--- config.mk ---
export PLATFORM = sky130hd
export DESIGN_NAME = best_fit_bitmap_allocator
export DESIGN_NICKNAME = d
export VERILOG_FILES = /design/src/sv/bfba_pkg.sv /design/src/sv/bfba_bitmap.sv /design/src/sv/bfba_run_tracker.sv /design/src/sv/best_fit_bitmap_allocator.sv
export SDC_FILE = /design/constraint.sdc
export NUM_CORES = 1
export LEC_CHECK = 0
export ABC_AREA = 1
export CORE_MARGIN = 2
export CORE_UTILIZATION = 50
export CTS_CLUSTER_SIZE = 10
export DETAILED_ROUTE_END_ITERATION = 6
export DONT_BUFFER_PORTS = 1
export PLACE_DENSITY = 0.66
export SYNTH_ARGS = -nofsm -noshare
export SYNTH_HDL_FRONTEND = slang
export SYNTH_HIERARCHICAL = 1
export SYNTH_SLANG_ARGS = --single-unit
export TNS_END_PERCENT = 20
--- constraint.sdc ---
create_clock -name clock -period 16.7 [get_ports clock]
set_input_delay 3.34 -clock clock [delete_from_list [all_inputs] [get_ports clock]]
set_output_delay 3.34 -clock clock [all_outputs]
set_load 0.01 [all_outputs]
--- src/sv/bfba_pkg.sv ---
package bfba_pkg;

   localparam int MEMORY_UNITS_DEF = 256;
   localparam int SIZE_W           = 9;
   localparam int START_W          = 8;
   localparam int POS_W            = 8;
   localparam int STATUS_W         = 2;

   localparam logic [STATUS_W-1:0] ST_OK    = 2'd0;
   localparam logic [STATUS_W-1:0] ST_NOFIT = 2'd1;
   localparam logic [STATUS_W-1:0] ST_ZERO  = 2'd2;

   localparam logic MODE_ALLOC   = 1'b0;
   localparam logic MODE_RELEASE = 1'b1;

   typedef struct packed {
      logic               mode;
      logic [SIZE_W-1:0]  request_size;
      logic [START_W-1:0] release_start;
   } req_type;

   typedef struct packed {
      logic                granted;
      logic [POS_W-1:0]    position;
      logic [STATUS_W-1:0] status;
   } rsp_type;

   // one bitmap bit arriving at the run tracker
   typedef struct packed {
      logic valid;
      logic sentinel;
   } step_type;

endpackage

--- src/sv/bfba_bitmap.sv ---
module bfba_bitmap #(
   parameter int MEMORY_UNITS = bfba_pkg::MEMORY_UNITS_DEF
) (
   input  logic                            clock,
   input  logic                            wr_en,
   input  logic [$clog2(MEMORY_UNITS)-1:0] wr_addr,
   input  logic                            wr_data,
   input  logic                            rd_en,
   input  logic [$clog2(MEMORY_UNITS)-1:0] rd_addr,
   output logic                            rd_data
);
   logic mem [MEMORY_UNITS];
   logic rd_data_ff;

   always_ff @(posedge clock) begin
      if (wr_en) begin
         mem[wr_addr] <= wr_data;
      end
      if (rd_en) begin
         rd_data_ff <= mem[rd_addr];
      end
   end

   assign rd_data = rd_data_ff;
endmodule

--- src/sv/bfba_run_tracker.sv ---
module bfba_run_tracker #(
   parameter int MEMORY_UNITS = bfba_pkg::MEMORY_UNITS_DEF
) (
   input  logic                            clock,
   input  logic                            reset,
   input  logic                            clear,
   input  bfba_pkg::step_type              step,
   input  logic [$clog2(MEMORY_UNITS)-1:0] step_idx,
   input  logic                            occupied,
   input  logic [bfba_pkg::SIZE_W-1:0]     size,
   output logic                            have_best,
   output logic [$clog2(MEMORY_UNITS)-1:0] best_start
);
   import bfba_pkg::*;

   localparam int AW = $clog2(MEMORY_UNITS);
   localparam int CW = $clog2(MEMORY_UNITS + 1);
   localparam int LW = (CW > SIZE_W) ? CW : SIZE_W;

   logic [LW-1:0] run_len_ff, run_len_in;
   logic [AW-1:0] run_start_ff, run_start_in;
   logic [LW-1:0] best_left_ff, best_left_in;
   logic [AW-1:0] best_start_ff, best_start_in;
   logic          have_ff, have_in;
   logic          is_free;
   logic          fits;
   logic [LW-1:0] left;

   assign is_free = step.valid && !step.sentinel && !occupied;
   assign fits    = run_len_ff >= LW'(size);
   assign left    = run_len_ff - LW'(size);

   always_comb begin
      run_len_in    = run_len_ff;
      run_start_in  = run_start_ff;
      best_left_in  = best_left_ff;
      best_start_in = best_start_ff;
      have_in       = have_ff;
      if (clear) begin
         run_len_in = '0;
         have_in    = 1'b0;
      end else if (step.valid) begin
         if (is_free) begin
            if (run_len_ff == '0) begin
               run_start_in = step_idx;
            end
            run_len_in = run_len_ff + LW'(1);
         end else if (run_len_ff != '0) begin
            if (fits && (!have_ff || left < best_left_ff)) begin
               have_in       = 1'b1;
               best_left_in  = left;
               best_start_in = run_start_ff;
            end
            run_len_in = '0;
         end
      end
   end

   always_ff @(posedge clock) begin
      if (reset) begin
         have_ff    <= 1'b0;
         run_len_ff <= '0;
      end else begin
         have_ff    <= have_in;
         run_len_ff <= run_len_in;
      end
      run_start_ff  <= run_start_in;
      best_left_ff  <= best_left_in;
      best_start_ff <= best_start_in;
   end

   assign have_best  = have_ff;
   assign best_start = best_start_ff;
endmodule

--- src/sv/best_fit_bitmap_allocator.sv ---
// Best-fit allocator over a one-bit-per-unit occupancy bitmap (N = MEMORY_UNITS).
// Allocate: a scan reads all N units and a sentinel step ends it; S_SCAN_WAIT and S_DECIDE
// let the run tracker settle, S_MARK writes size units, S_RESP loads the response register.
// Release frees size units (fewer if the run passes the end); zero or oversize: S_RESP.
// One transaction at a time; req_ready returns as the response loads, even while it waits.
// After reset a clearing pass writes every unit free, with req_ready low.
module best_fit_bitmap_allocator #(
   parameter int MEMORY_UNITS = bfba_pkg::MEMORY_UNITS_DEF
) (
   input  logic              clock,
   input  logic              reset,
   input  logic              req_valid,
   output logic              req_ready,
   input  bfba_pkg::req_type req_data,
   output logic              rsp_valid,
   input  logic              rsp_ready,
   output bfba_pkg::rsp_type rsp_data
);
   import bfba_pkg::*;

   localparam int AW = $clog2(MEMORY_UNITS);
   localparam int CW = $clog2(MEMORY_UNITS + 1);
   localparam int LW = (CW > SIZE_W) ? CW : SIZE_W;
   localparam int UW = LW + 1;
   localparam int PW = (AW > POS_W) ? AW : POS_W;
   localparam logic [CW-1:0] LAST_C  = CW'(MEMORY_UNITS - 1);
   localparam logic [CW-1:0] UNITS_C = CW'(MEMORY_UNITS);

   typedef enum logic [2:0] {
      S_CLEAR, S_IDLE, S_SCAN, S_SCAN_WAIT, S_DECIDE, S_MARK, S_RESP
   } state_type;

   state_type         state_ff, state_in;
   logic [CW-1:0]     cnt_ff, cnt_in;
   logic [SIZE_W-1:0] mark_ff, mark_in;
   logic [SIZE_W-1:0] size_ff, size_in;
   logic [UW-1:0]     base_ff, base_in;
   logic              wr_val_ff, wr_val_in;
   step_type          step_ff, step_in;
   logic [AW-1:0]     step_idx_ff, step_idx_in;
   rsp_type           res_ff, res_in;
   logic              rsp_valid_ff, rsp_valid_in;
   rsp_type           rsp_data_ff, rsp_data_in;

   logic              accept;
   logic              trk_clear;
   logic              have_best;
   logic [AW-1:0]     best_start;
   logic [PW-1:0]     pos_wide;
   logic [UW-1:0]     unit;
   logic              mark_done;
   logic              occupied;
   logic              wr_en;
   logic [AW-1:0]     wr_addr;
   logic              wr_data;
   logic              rd_en;

   assign req_ready = (state_ff == S_IDLE);
   assign accept    = req_valid && req_ready;
   assign trk_clear = accept;
   assign pos_wide  = PW'(best_start);
   assign unit      = base_ff + UW'(mark_ff);
   assign mark_done = (mark_ff == size_ff) || (unit >= UW'(MEMORY_UNITS));

   assign wr_en   = (state_ff == S_CLEAR) || ((state_ff == S_MARK) && !mark_done);
   assign wr_addr = (state_ff == S_CLEAR) ? cnt_ff[AW-1:0] : unit[AW-1:0];
   assign wr_data = (state_ff == S_CLEAR) ? 1'b0 : wr_val_ff;
   assign rd_en   = (state_ff == S_SCAN) && (cnt_ff != UNITS_C);

   bfba_bitmap #(.MEMORY_UNITS(MEMORY_UNITS)) u_bitmap (
      .clock   (clock),
      .wr_en   (wr_en),
      .wr_addr (wr_addr),
      .wr_data (wr_data),
      .rd_en   (rd_en),
      .rd_addr (cnt_ff[AW-1:0]),
      .rd_data (occupied)
   );

   bfba_run_tracker #(.MEMORY_UNITS(MEMORY_UNITS)) u_tracker (
      .clock      (clock),
      .reset      (reset),
      .clear      (trk_clear),
      .step       (step_ff),
      .step_idx   (step_idx_ff),
      .occupied   (occupied),
      .size       (size_ff),
      .have_best  (have_best),
      .best_start (best_start)
   );

   always_comb begin
      state_in     = state_ff;
      cnt_in       = cnt_ff;
      mark_in      = mark_ff;
      size_in      = size_ff;
      base_in      = base_ff;
      wr_val_in    = wr_val_ff;
      step_in      = '0;
      step_idx_in  = cnt_ff[AW-1:0];
      res_in       = res_ff;
      rsp_valid_in = rsp_valid_ff && !rsp_ready;
      rsp_data_in  = rsp_data_ff;
      unique case (state_ff)
         S_CLEAR: begin
            cnt_in = cnt_ff + CW'(1);
            if (cnt_ff == LAST_C) begin
               state_in = S_IDLE;
            end
         end
         S_IDLE: begin
            if (accept) begin
               size_in = req_data.request_size;
               cnt_in  = '0;
               mark_in = '0;
               if (req_data.request_size == '0) begin
                  res_in   = '{granted: 1'b0, position: '0, status: ST_ZERO};
                  state_in = S_RESP;
               end else if (req_data.mode == MODE_RELEASE) begin
                  base_in   = UW'(req_data.release_start);
                  wr_val_in = 1'b0;
                  res_in    = '{granted: 1'b1, position: '0, status: ST_OK};
                  state_in  = S_MARK;
               end else if (LW'(req_data.request_size) > LW'(MEMORY_UNITS)) begin
                  res_in   = '{granted: 1'b0, position: '0, status: ST_NOFIT};
                  state_in = S_RESP;
               end else begin
                  state_in = S_SCAN;
               end
            end
         end
         S_SCAN: begin
            step_in.valid    = 1'b1;
            step_in.sentinel = (cnt_ff == UNITS_C);
            if (cnt_ff == UNITS_C) begin
               state_in = S_SCAN_WAIT;
            end else begin
               cnt_in = cnt_ff + CW'(1);
            end
         end
         S_SCAN_WAIT: begin
            state_in = S_DECIDE;
         end
         S_DECIDE: begin
            if (have_best) begin
               base_in   = UW'(best_start);
               wr_val_in = 1'b1;
               res_in    = '{granted: 1'b1, position: pos_wide[POS_W-1:0], status: ST_OK};
               state_in  = S_MARK;
            end else begin
               res_in   = '{granted: 1'b0, position: '0, status: ST_NOFIT};
               state_in = S_RESP;
            end
         end
         S_MARK: begin
            if (mark_done) begin
               state_in = S_RESP;
            end else begin
               mark_in = mark_ff + SIZE_W'(1);
            end
         end
         S_RESP: begin
            if (!rsp_valid_ff || rsp_ready) begin
               rsp_valid_in = 1'b1;
               rsp_data_in  = res_ff;
               state_in     = S_IDLE;
            end
         end
         default: begin
            state_in = S_IDLE;
         end
      endcase
   end

   always_ff @(posedge clock) begin
      if (reset) begin
         state_ff     <= S_CLEAR;
         cnt_ff       <= '0;
         step_ff      <= '0;
         rsp_valid_ff <= 1'b0;
      end else begin
         state_ff     <= state_in;
         cnt_ff       <= cnt_in;
         step_ff      <= step_in;
         rsp_valid_ff <= rsp_valid_in;
      end
      mark_ff     <= mark_in;
      size_ff     <= size_in;
      base_ff     <= base_in;
      wr_val_ff   <= wr_val_in;
      step_idx_ff <= step_idx_in;
      res_ff      <= res_in;
      rsp_data_ff <= rsp_data_in;
   end

   assign rsp_valid = rsp_valid_ff;
   assign rsp_data  = rsp_data_ff;
endmodule

After elaboration in Yosys (flattened, before gate mapping)

Memory sizes are Yosys's and may differ from the RTL's. A register that Yosys moved wholly into a read port is not among the register bits.
Index checks and enable logic that the tools add are counted.

Bits in registers: 109
Memory bits (writable): 256
Input port bits: 22
Output and inout port bits: 13
Word-level logic and storage cells: 133
Memories: 1

Add/sub/neg operators: 5
$lt $le $gt $ge: 4
Eq/ne operators: 21
Mux-type cells: 40
Bitwise operators: 3
Reductions and logical operators: 38

Memory list:

| memory       | depth | width | read ports | clocked after memory_dff | write ports | line              | source |
|---|---|---|---|---|---|---|---|
| u_bitmap.mem | 256   | 1     | 1          | 1                        | 1           | bfba_bitmap.sv:12 | `logic mem [MEMORY_UNITS];` |

Operator list:

| kind                                                               | number |
|---|---|
| two-way mux 11 bit                                                 | 5 |
| two-way mux 9 bit                                                  | 5 |
| two-way mux 10 bit                                                 | 4 |
| adder 9 x 1 -> 9 bit, second input constant                        | 3 |
| one-hot mux 9 bit (3 select lines)                                 | 1 |
| two-way mux 3 bit                                                  | 8 |
| one-hot mux 11 bit (2 select lines)                                | 1 |
| one-hot mux 3 bit (7 select lines)                                 | 1 |
| one-hot mux 10 bit (2 select lines)                                | 1 |
| zero test 9 bit                                                    | 2 |
| one-hot mux 9 bit (2 select lines)                                 | 1 |
| AND reduction 5 bit                                                | 3 |
| adder 10 x 9 -> 10 bit                                             | 1 |
| greater-or-equal comparator 10 x 9 -> 1 bit, second input constant | 1 |
| != test 2 x 1 -> 1 bit, second input constant                      | 5 |
| != test 2 bit, second input constant                               | 5 |
| == test 3 bit, second input constant                               | 3 |
| == test 9 x 8 -> 1 bit, second input constant                      | 1 |
| == test 9 bit                                                      | 1 |
| == test 9 bit, second input constant                               | 1 |
| greater-or-equal comparator 9 bit                                  | 1 |
| > comparator 9 bit, second input constant                          | 1 |
| less-than comparator 9 bit                                         | 1 |
| two-way mux 1 bit                                                  | 9 |
| 20 further kinds                                                   | 46 |

Logic depth before layout (Yosys ltp)

Gate-level depths: netlist of the first run.

Depth in word-level cells: 8
Mapped depth: 17
Depth with buffers taken out: 17

Modules after synthesis

The synthesis of the first run kept the hierarchy.

Modules (own cells, without submodules):

| module                    | instances | cells each | area each (µm²) | sequential area each (µm²) |
|---|---|---|---|---|
| bfba_bitmap               | 1         | 1184       | 11727.5         | 7717.4 |
| best_fit_bitmap_allocator | 1         | 388        | 3584.7          | 1931.9 |
| bfba_run_tracker          | 1         | 224        | 2000.7          | 950.9 |

Worst setup path before layout of the first run

OpenSTA, ideal clock, no wires.

Kind: register to register
Start point: register state_ff[0]
End point: memory u_bitmap.mem[0], data pin
Setup time: 1393 ps
Arrival: 6828 ps
Data required time: 15307 ps
Slack: 8479 ps
Cell stages (with the launch flop): 6
Path through: dfxtp_1 nor2_1 inv_2 nor2_2 clkbuf_1 nor2_1

Longest elaborated chain between the ends: 2

Ends and longest elaborated chain:

| item                   | line                             | source |
|---|---|---|
| from (decl)            | best_fit_bitmap_allocator.sv:33  | `state_type state_ff, state_in;` |
| from (signal assigned) | best_fit_bitmap_allocator.sv:182 | `state_ff <= state_in;` |
| zero test 3 bit        | best_fit_bitmap_allocator.sv:67  | `assign wr_data = (state_ff == S_CLEAR) ? 1'b0 : wr_val_ff;` |
| two-way mux 1 bit      | best_fit_bitmap_allocator.sv:67  |  |
| named net wr_data      | best_fit_bitmap_allocator.sv:55  | `logic wr_data;` |
| to (decl)              | bfba_bitmap.sv:12                |  |

The timed path passes the listed nets, and every way through them passes these cells.

Worst setup path in the final report of the first run

Start point: register state_ff[1]
End point: output req_ready

Longest elaborated chain between the ends: 1

Ends and longest elaborated chain:

| item                   | line                            | source |
|---|---|---|
| == test 3 x 1 -> 1 bit | best_fit_bitmap_allocator.sv:58 | `assign req_ready = (state_ff == S_IDLE);` |
| to (decl)              | best_fit_bitmap_allocator.sv:13 | `output logic req_ready,` |

No other way between the ends.

==> results.yml, run 1 <==
timing:
  rsz0062_at_grt: "no"
  finalHoldViolCount: 0
  period_minus_slack_ps: 4770
  slew_headroom: 0.141
  setup_viol: 0
  fin_skew_ps: 28.3
  setup_tns_ps: 0
  max_freq_ghz: 0.209
  min_period_over_period: 0.286
  whs_ps: 400
  worst_pin_slew_ps: 1290
  drv_slew: 0
clocking:
  hold_buffers: 0
  postCtsSetupBuffers: 0
  htree_levels: 2
  clk_pin_slew_worst_paths_ps: 60
  cts_made_buffers: 43
  cts_resized: 0
  clkSinkCount: 364
  root_buffer: "clkbuf_16"
  clk_path_buf_depth: 3
  tritoncts: "yes"
  clock_latency_ps: 570
critical_path:
  path_cells: "inv_1 -> nand2_2 -> nor2_4"
  critPathMaxFanout: 6
  crit_slowest_cell: "dfxtp_1"
  r2r_setup_slack_ps: 12560
  start_kind: "flop"
  cp-end-kind: "output port"
  worstPathArrival_ps: 1430
  critPathMaxStageDelay_ps: 320
  cp.required_ps: 13360
  worst-path-buf-inv: 1
  crit_type: "reg -> out"
  critPathTopFamily: "simple AND/OR/NAND/NOR gates"
place:
  gp_congestion: 0.855
  place.port_buffers: 0
  dp_cells: 2177
  dp_hpwl_um: 22900
yosys:
  syn_area_um2: 17300
  syn-instance-count: 1796
  synthDistinctLibCells: 42
  synth_edf_count: 331
  synth_top_flop_cell: "edfxtp_1"
  ys_ff_latch: 364
  async_flop_share: 0
  syn_nets: 1855
  ys_seq_area_frac: 0.612
  ys_warn_count: 6
  syn_avg_cell_area_um2: 9.64
hold_path:
  hold_class: "reg -> reg"
route:
  first_iter_violations: 1163
  vias: 12600
  routedWlPerCell_um: 18.4
  drt-total-wl_um: 41200
  via_per_inst: 5.61
  drc_errors: 0
  dr.pass1.iters: 7
  drtAntennaViolNets: 0
global_route:
  antenna_found_initial: 0
  first_global_vias: 11700
  grt_use_met3: 0.0356
  grtUsageTotal: 0.227
  grt_util_met2: 0.372
  grt_overflow: 0
  grt_pass1_wl_um: 63500
  grtUsageMet1: 0.310
  grt_max_degree: 145
  grt_busiest_layer: "met2"
finish:
  n_antenna_cell: 0
  multiInputGateArea_um2: 5750
  fill_cells: 3045
  layout-area-overhead-vs-synth_pct: 7.83
  nets: 1826
  regArea_um2: 10600
  drive_gt1_frac: 0.0566
  instances_no_fill: 2241
floorplanning:
  rows: 68
  die_y_um: 190
  io_pins: 35
  start_util: 0.505
  core_um2: 34300
  dieArea_um2: 36100
  fp.dieW_um: 190
power:
  leakagePower_nw: 6.66
  ir_worst_vdd_uv: 84.6
  power.total_w: 0.00191
  powerDensity_nw_per_um2: 102
job:
  maxCapViolCount: 0
run_status:
  status: "finished, final reports clean"
[kinds of logic (layout without fill, tap and decap cells)]
family | Yosys count | count (layout) | share of synthesized area
AO/OA/AOI/OAI | 81 | 81 | 0.0248
XOR/XNOR | 19 | 19 | 0.00961
adder cells (fa/ha/maj) | 37 | 37 | 0.0276
AND/OR/NAND/NOR | 1092 | 1092 | 0.270
buffers and inverters | 203 | 193 | 0.0562
flip-flops | 364 | 364 | 0.612
[report_power, final]
part / leakage (nW) / switching [W] / internal, W
clock network: 0.585 / 0.000351 / 0.000476
registers: 2.97 / 0.00000390 / 0.000983
logic: 3.10 / 0.0000713 / 0.0000256
total: 6.66 / 0.000426 / 0.00148
[area by class of cell]
| cell class | count | share of cell area |
|---|---|---|
| timing repair buffer | 14 | 0.00563 |
| tap | 455 | 0.0305 |
| inverter | 115 | 0.0235 |
| sequential | 364 | 0.568 |
| multi-input combinational | 1229 | 0.308 |
| clock inverter | 7 | 0.00349 |
| clock buffer | 57 | 0.0610 |
[path summary, 6_finish.rpt]
path                            start                             endpoint  depth (start not counted)
min reg2reg    step_idx_ff[3]$_DFF_P_  u_tracker/run_start_ff[3]$_DFFE_PP_                          0
min            step_idx_ff[3]$_DFF_P_  u_tracker/run_start_ff[3]$_DFFE_PP_                          0
max          state_ff[1]$_SDFFE_PP0P_                            req_ready                          3
max reg2reg  mark_ff[0]$_SDFFCE_PN0P_          u_bitmap/mem[155]$_DFFE_PP_                         15
[layer usage]
metal	routed length, um	part of all wire
met1	17500	0.43
met4	1140	0.028
met5	0	0
met3	3030	0.074
met2	19500	0.47
[synth_stat cells, drive strengths merged (2+ instances only)]
| library cell | instances | area (um2) |
|---|---|---|
| nand2 | 429 | 1640 |
| nor2 | 335 | 1310 |
| edfxtp | 331 | 9940 |
| nand3 | 288 | 1450 |
| inv | 115 | 437 |
| buf | 46 | 378 |
| clkbuf | 42 | 158 |
| a21oi | 41 | 209 |
| ha | 35 | 438 |
| dfxtp | 33 | 661 |
| o21ai | 30 | 150 |
| nor3 | 19 | 134 |
| xor2 | 15 | 131 |
| nand4 | 6 | 37.5 |
| nor4 | 5 | 31.3 |
| a31oi | 4 | 25.0 |
| nand3b | 4 | 30.0 |
| xnor2 | 4 | 35.0 |
| a21o | 3 | 22.5 |
| or2 | 3 | 18.8 |
| fa | 2 | 40.0 |
| o31ai | 2 | 15.0 |
[worst register-to-register path, delay by kind of cell (launching register included)]
family,cells,cell delay [ps]
DFF,1,480
and+or+nand+nor,12,2700
adders and majority gates,2,600
buffers and inverters,1,50
[state kept, by name (all words and copies together), names as in the netlist, 3 cells and up]
name and flops:
u_bitmap/mem 256, res_ff 11, rsp_data 11, cnt_ff 9, mark_ff 9, size_ff 9
u_tracker/best_left_ff 9, u_tracker/run_len_ff 9, base_ff 8, step_idx_ff 8, u_tracker/best_start 8, u_tracker/run_start_ff 8
state_ff 3
[cell usage in the layout, fill, tap and decap left out, types with 5 or more instances in the layout]
cell / synthesis / layout
a21oi_1: 40 / 40
nor2_4: 4 / 5
nand4_1: 6 / 6
clkbuf_16: 0 / 43
edfxtp_1: 331 / 331
o21ai_0: 26 / 26
clkbuf_1: 42 / 13
nand3_1: 286 / 286
ha_1: 35 / 35
buf_4: 6 / 14
nor3_1: 15 / 15
dfxtp_1: 33 / 31
nand2_2: 7 / 7
nor2_1: 328 / 327
nor4_1: 5 / 5
xor2_1: 15 / 15
nand2_1: 421 / 421
inv_2: 10 / 9
inv_1: 103 / 102
[per-stage QoR]
| stage | worst slack, ps | cell area, um2 | util |
|---|---|---|---|
| 2_1_floorplan | 8480 | 17300 | - |
| 3_3_place_gp | 11710 | 17500 | 0.509 |
| 3_5_place_dp | 11610 | 17500 | 0.509 |
| 4_1_cts | 11920 | 18700 | 0.544 |
| 5_1_grt | 11860 | 18700 | 0.544 |
| 6_report | 11930 | 18700 | 0.544 |
Power figures use the tool's default switching activity.
==> run 2: changes to the inputs <==
Settings changed: ABC_AREA 1 to 0, PLACE_DENSITY 0.66 to 0.69.
Clock period 16.7 ns to 4.05 ns, I/O delays scaled along.
==> results.yml, run 2 <==
run_status:
  status: "finished, final reports clean"
hold_path:
  hold_class: "in -> reg"
route:
  drtAntennaViolNets: 0
  drt-total-wl_um: 37100
  vias: 10400
  routedWlPerCell_um: 21.1
  dr.pass1.iters: 5
  first_iter_violations: 1060
  drc_errors: 0
  via_per_inst: 5.90
global_route:
  grt_max_degree: 159
  first_global_vias: 10300
  antenna_found_initial: 0
  grt_overflow: 0
  grt_pass1_wl_um: 57600
  grtUsageTotal: 0.220
timing:
  drv_slew: 0
  min_period_over_period: 0.923
  finalHoldViolCount: 0
  worst_pin_slew_ps: 981
  slew_headroom: 0.345
  setup_viol: 0
  max_freq_ghz: 0.267
  rsz0062_at_grt: "no"
  fin_skew_ps: 11.4
  period_minus_slack_ps: 3740
critical_path:
  start_kind: "flop"
  cp.required_ps: 4280
  critPathMaxFanout: 16
  cp-end-kind: "flop"
  worstPathArrival_ps: 3970
  crit_type: "reg -> reg"
yosys:
  ys_warn_count: 6
  syn_nets: 1332
  async_flop_share: 0
  ys_top_cells_by_area: "edfxtp_1, nor2_1, mux4_2, dfxtp_1, mux2i_1"
  syn_avg_cell_area_um2: 12.9
  yosysMostFrequentCell: "edfxtp_1"
  synth_top_area_frac: 0.603
  yosysTopAreaCell: "edfxtp_1"
  ys_ff_latch: 364
  syn-instance-count: 1273
  synth_top_flop_cell: "edfxtp_1"
  synth_edf_count: 331
  ys_seq_area_frac: 0.643
  syn_area_um2: 16500
  synthDistinctLibCells: 64
  ys_top_cells_by_count: "edfxtp_1, nor2_1, mux2i_1"
power:
  powerDensity_nw_per_um2: 424
  ir_worst_vdd_uv: 363
  swShare: 0.209
  switching_power_w: 0.00162
  leakagePower_nw: 5.91
  pwr-share-seq: 0.527
  power.total_w: 0.00777
  clock_power_share: 0.436
  comb_power_share: 0.038
  intPower_w: 0.00615
finish:
  layout-area-overhead-vs-synth_pct: 11.1
  n_antenna_cell: 0
  fill_cells: 2635
  drive_gt1_frac: 0.121
  fin_util: 0.564
  multiInputGateArea_um2: 5410
  layout_common_cells: "edfxtp_1, nor2_1, mux2i_1"
  final_common_cell: "edfxtp_1"
  largest_register_ff_count: 256
  nets: 1358
  regArea_um2: 10600
  max_flop_register: "u_bitmap/mem"
floorplanning:
  die_y_um: 186
  rows: 66
  fp.dieW_um: 186
  io_pins: 35
  core_um2: 32500
  start_util: 0.508
  dieArea_um2: 34400
place:
  gp_congestion: 0.892
  dp_hpwl_um: 23500
  place.port_buffers: 0
clocking:
  htree_levels: 2
  clk_path_buf_depth: 3
  clkSinkCount: 364
  cts_made_buffers: 43
  postCtsSetupBuffers: 0
  clock_latency_ps: 540
  clk_pin_slew_worst_paths_ps: 60
  root_buffer: "clkbuf_16"
  tritoncts: "yes"
  hold_buffers: 0
job:
  maxCapViolCount: 0
## run 2: per-stage QoR
stage | worst slack (ps) | TNS [ps] | std cells | hold slack, ps | instance area [um2]
after floorplan | -177 | -3010 | 1273 | 386 | 16500
after global placement | 491 | 0 | 1696 | 386 | 17100
after detailed placement | 396 | 0 | 1696 | 389 | 17100
after CTS | 346 | 0 | 1760 | 322 | 18300
after global routing | 115 | 0 | 1760 | 327 | 18300
final | 310 | 0 | 1760 | 335 | 18300
## run 2: timing repair
action                                 in CTS  in global routing
endpoints found under the hold margin       0                  0
setup endpoints to repair                   0                  6
gates resized for setup                     0                  1
## run 2: kinds of logic (layout without fill, tap and decap cells)
logic type	count (synthesis)	count (layout)	synth area share
xor+xnor	34	34	0.0181
compound gates	132	132	0.0533
fa+ha+maj	37	37	0.0290
flops	364	364	0.643
mux	105	105	0.0965
simple gates	491	491	0.130
buf+inv	110	155	0.0296
## run 2: worst max-delay path, cell delays in order, from the launching register on
cell and delay (ps):
edfxtp_1 440, ha_1 220, inv_1 60, fa_1 390, nand2b_1 200, a21o_1 190
a21oi_1 170, nor3b_1 110, or3_1 420, nand2_1 150, nand2_1 60, nor2_1 210
nand2_1 460, nor2_1 320
## run 2: worst paths after layout
path / start / endpoint / slack (ps) / cells after the start
setup / recovery: mark_ff[0]$_SDFFCE_PN0P_ / u_bitmap/mem[152]$_DFFE_PP_ / 310 / 13
setup reg to reg: mark_ff[0]$_SDFFCE_PN0P_ / u_bitmap/mem[152]$_DFFE_PP_ / 310 / 13
hold reg to reg: step_idx_ff[5]$_DFF_P_ / u_tracker/run_start_ff[5]$_DFFE_PP_ / 400 / 0
hold / removal: reset / cnt_ff[1]$_SDFFE_PP0P_ / 330 / 1
## run 2: final cells by class
type,count,area share
clock buffers,58,0.0624
clock inverters,6,0.00396
inverters,45,0.00923
multi-input cells,799,0.295
flip-flops and latches,364,0.579
well taps,442,0.0302
repair buffers,46,0.0195
## run 2: power groups by stage
| stage | Sequential, W | Combinational (W) | Clock [W] |
|---|---|---|---|
| 6_report | 0.00409 | 0.000294 | 0.00339 |
| 5_1_grt | 0.00409 | 0.000310 | 0.00360 |
| 4_1_cts | 0.00409 | 0.000293 | 0.00344 |
| 3_5_place_dp | 0.00417 | 0.000292 | 0 |
| 3_3_place_gp | 0.00417 | 0.000289 | 0 |
| 2_1_floorplan | 0.00413 | 0.000237 | 0 |
## run 2: layer usage
metal / up-vias / GRT usage / wire length (um)
li1: 4720 / - / -
met2: 465 / 0.378 / 18400
met3: 75 / 0.0348 / 2890
met4: 0 / 0.0709 / 956
met1: 5116 / 0.289 / 14900
met5: - / 0 / 0
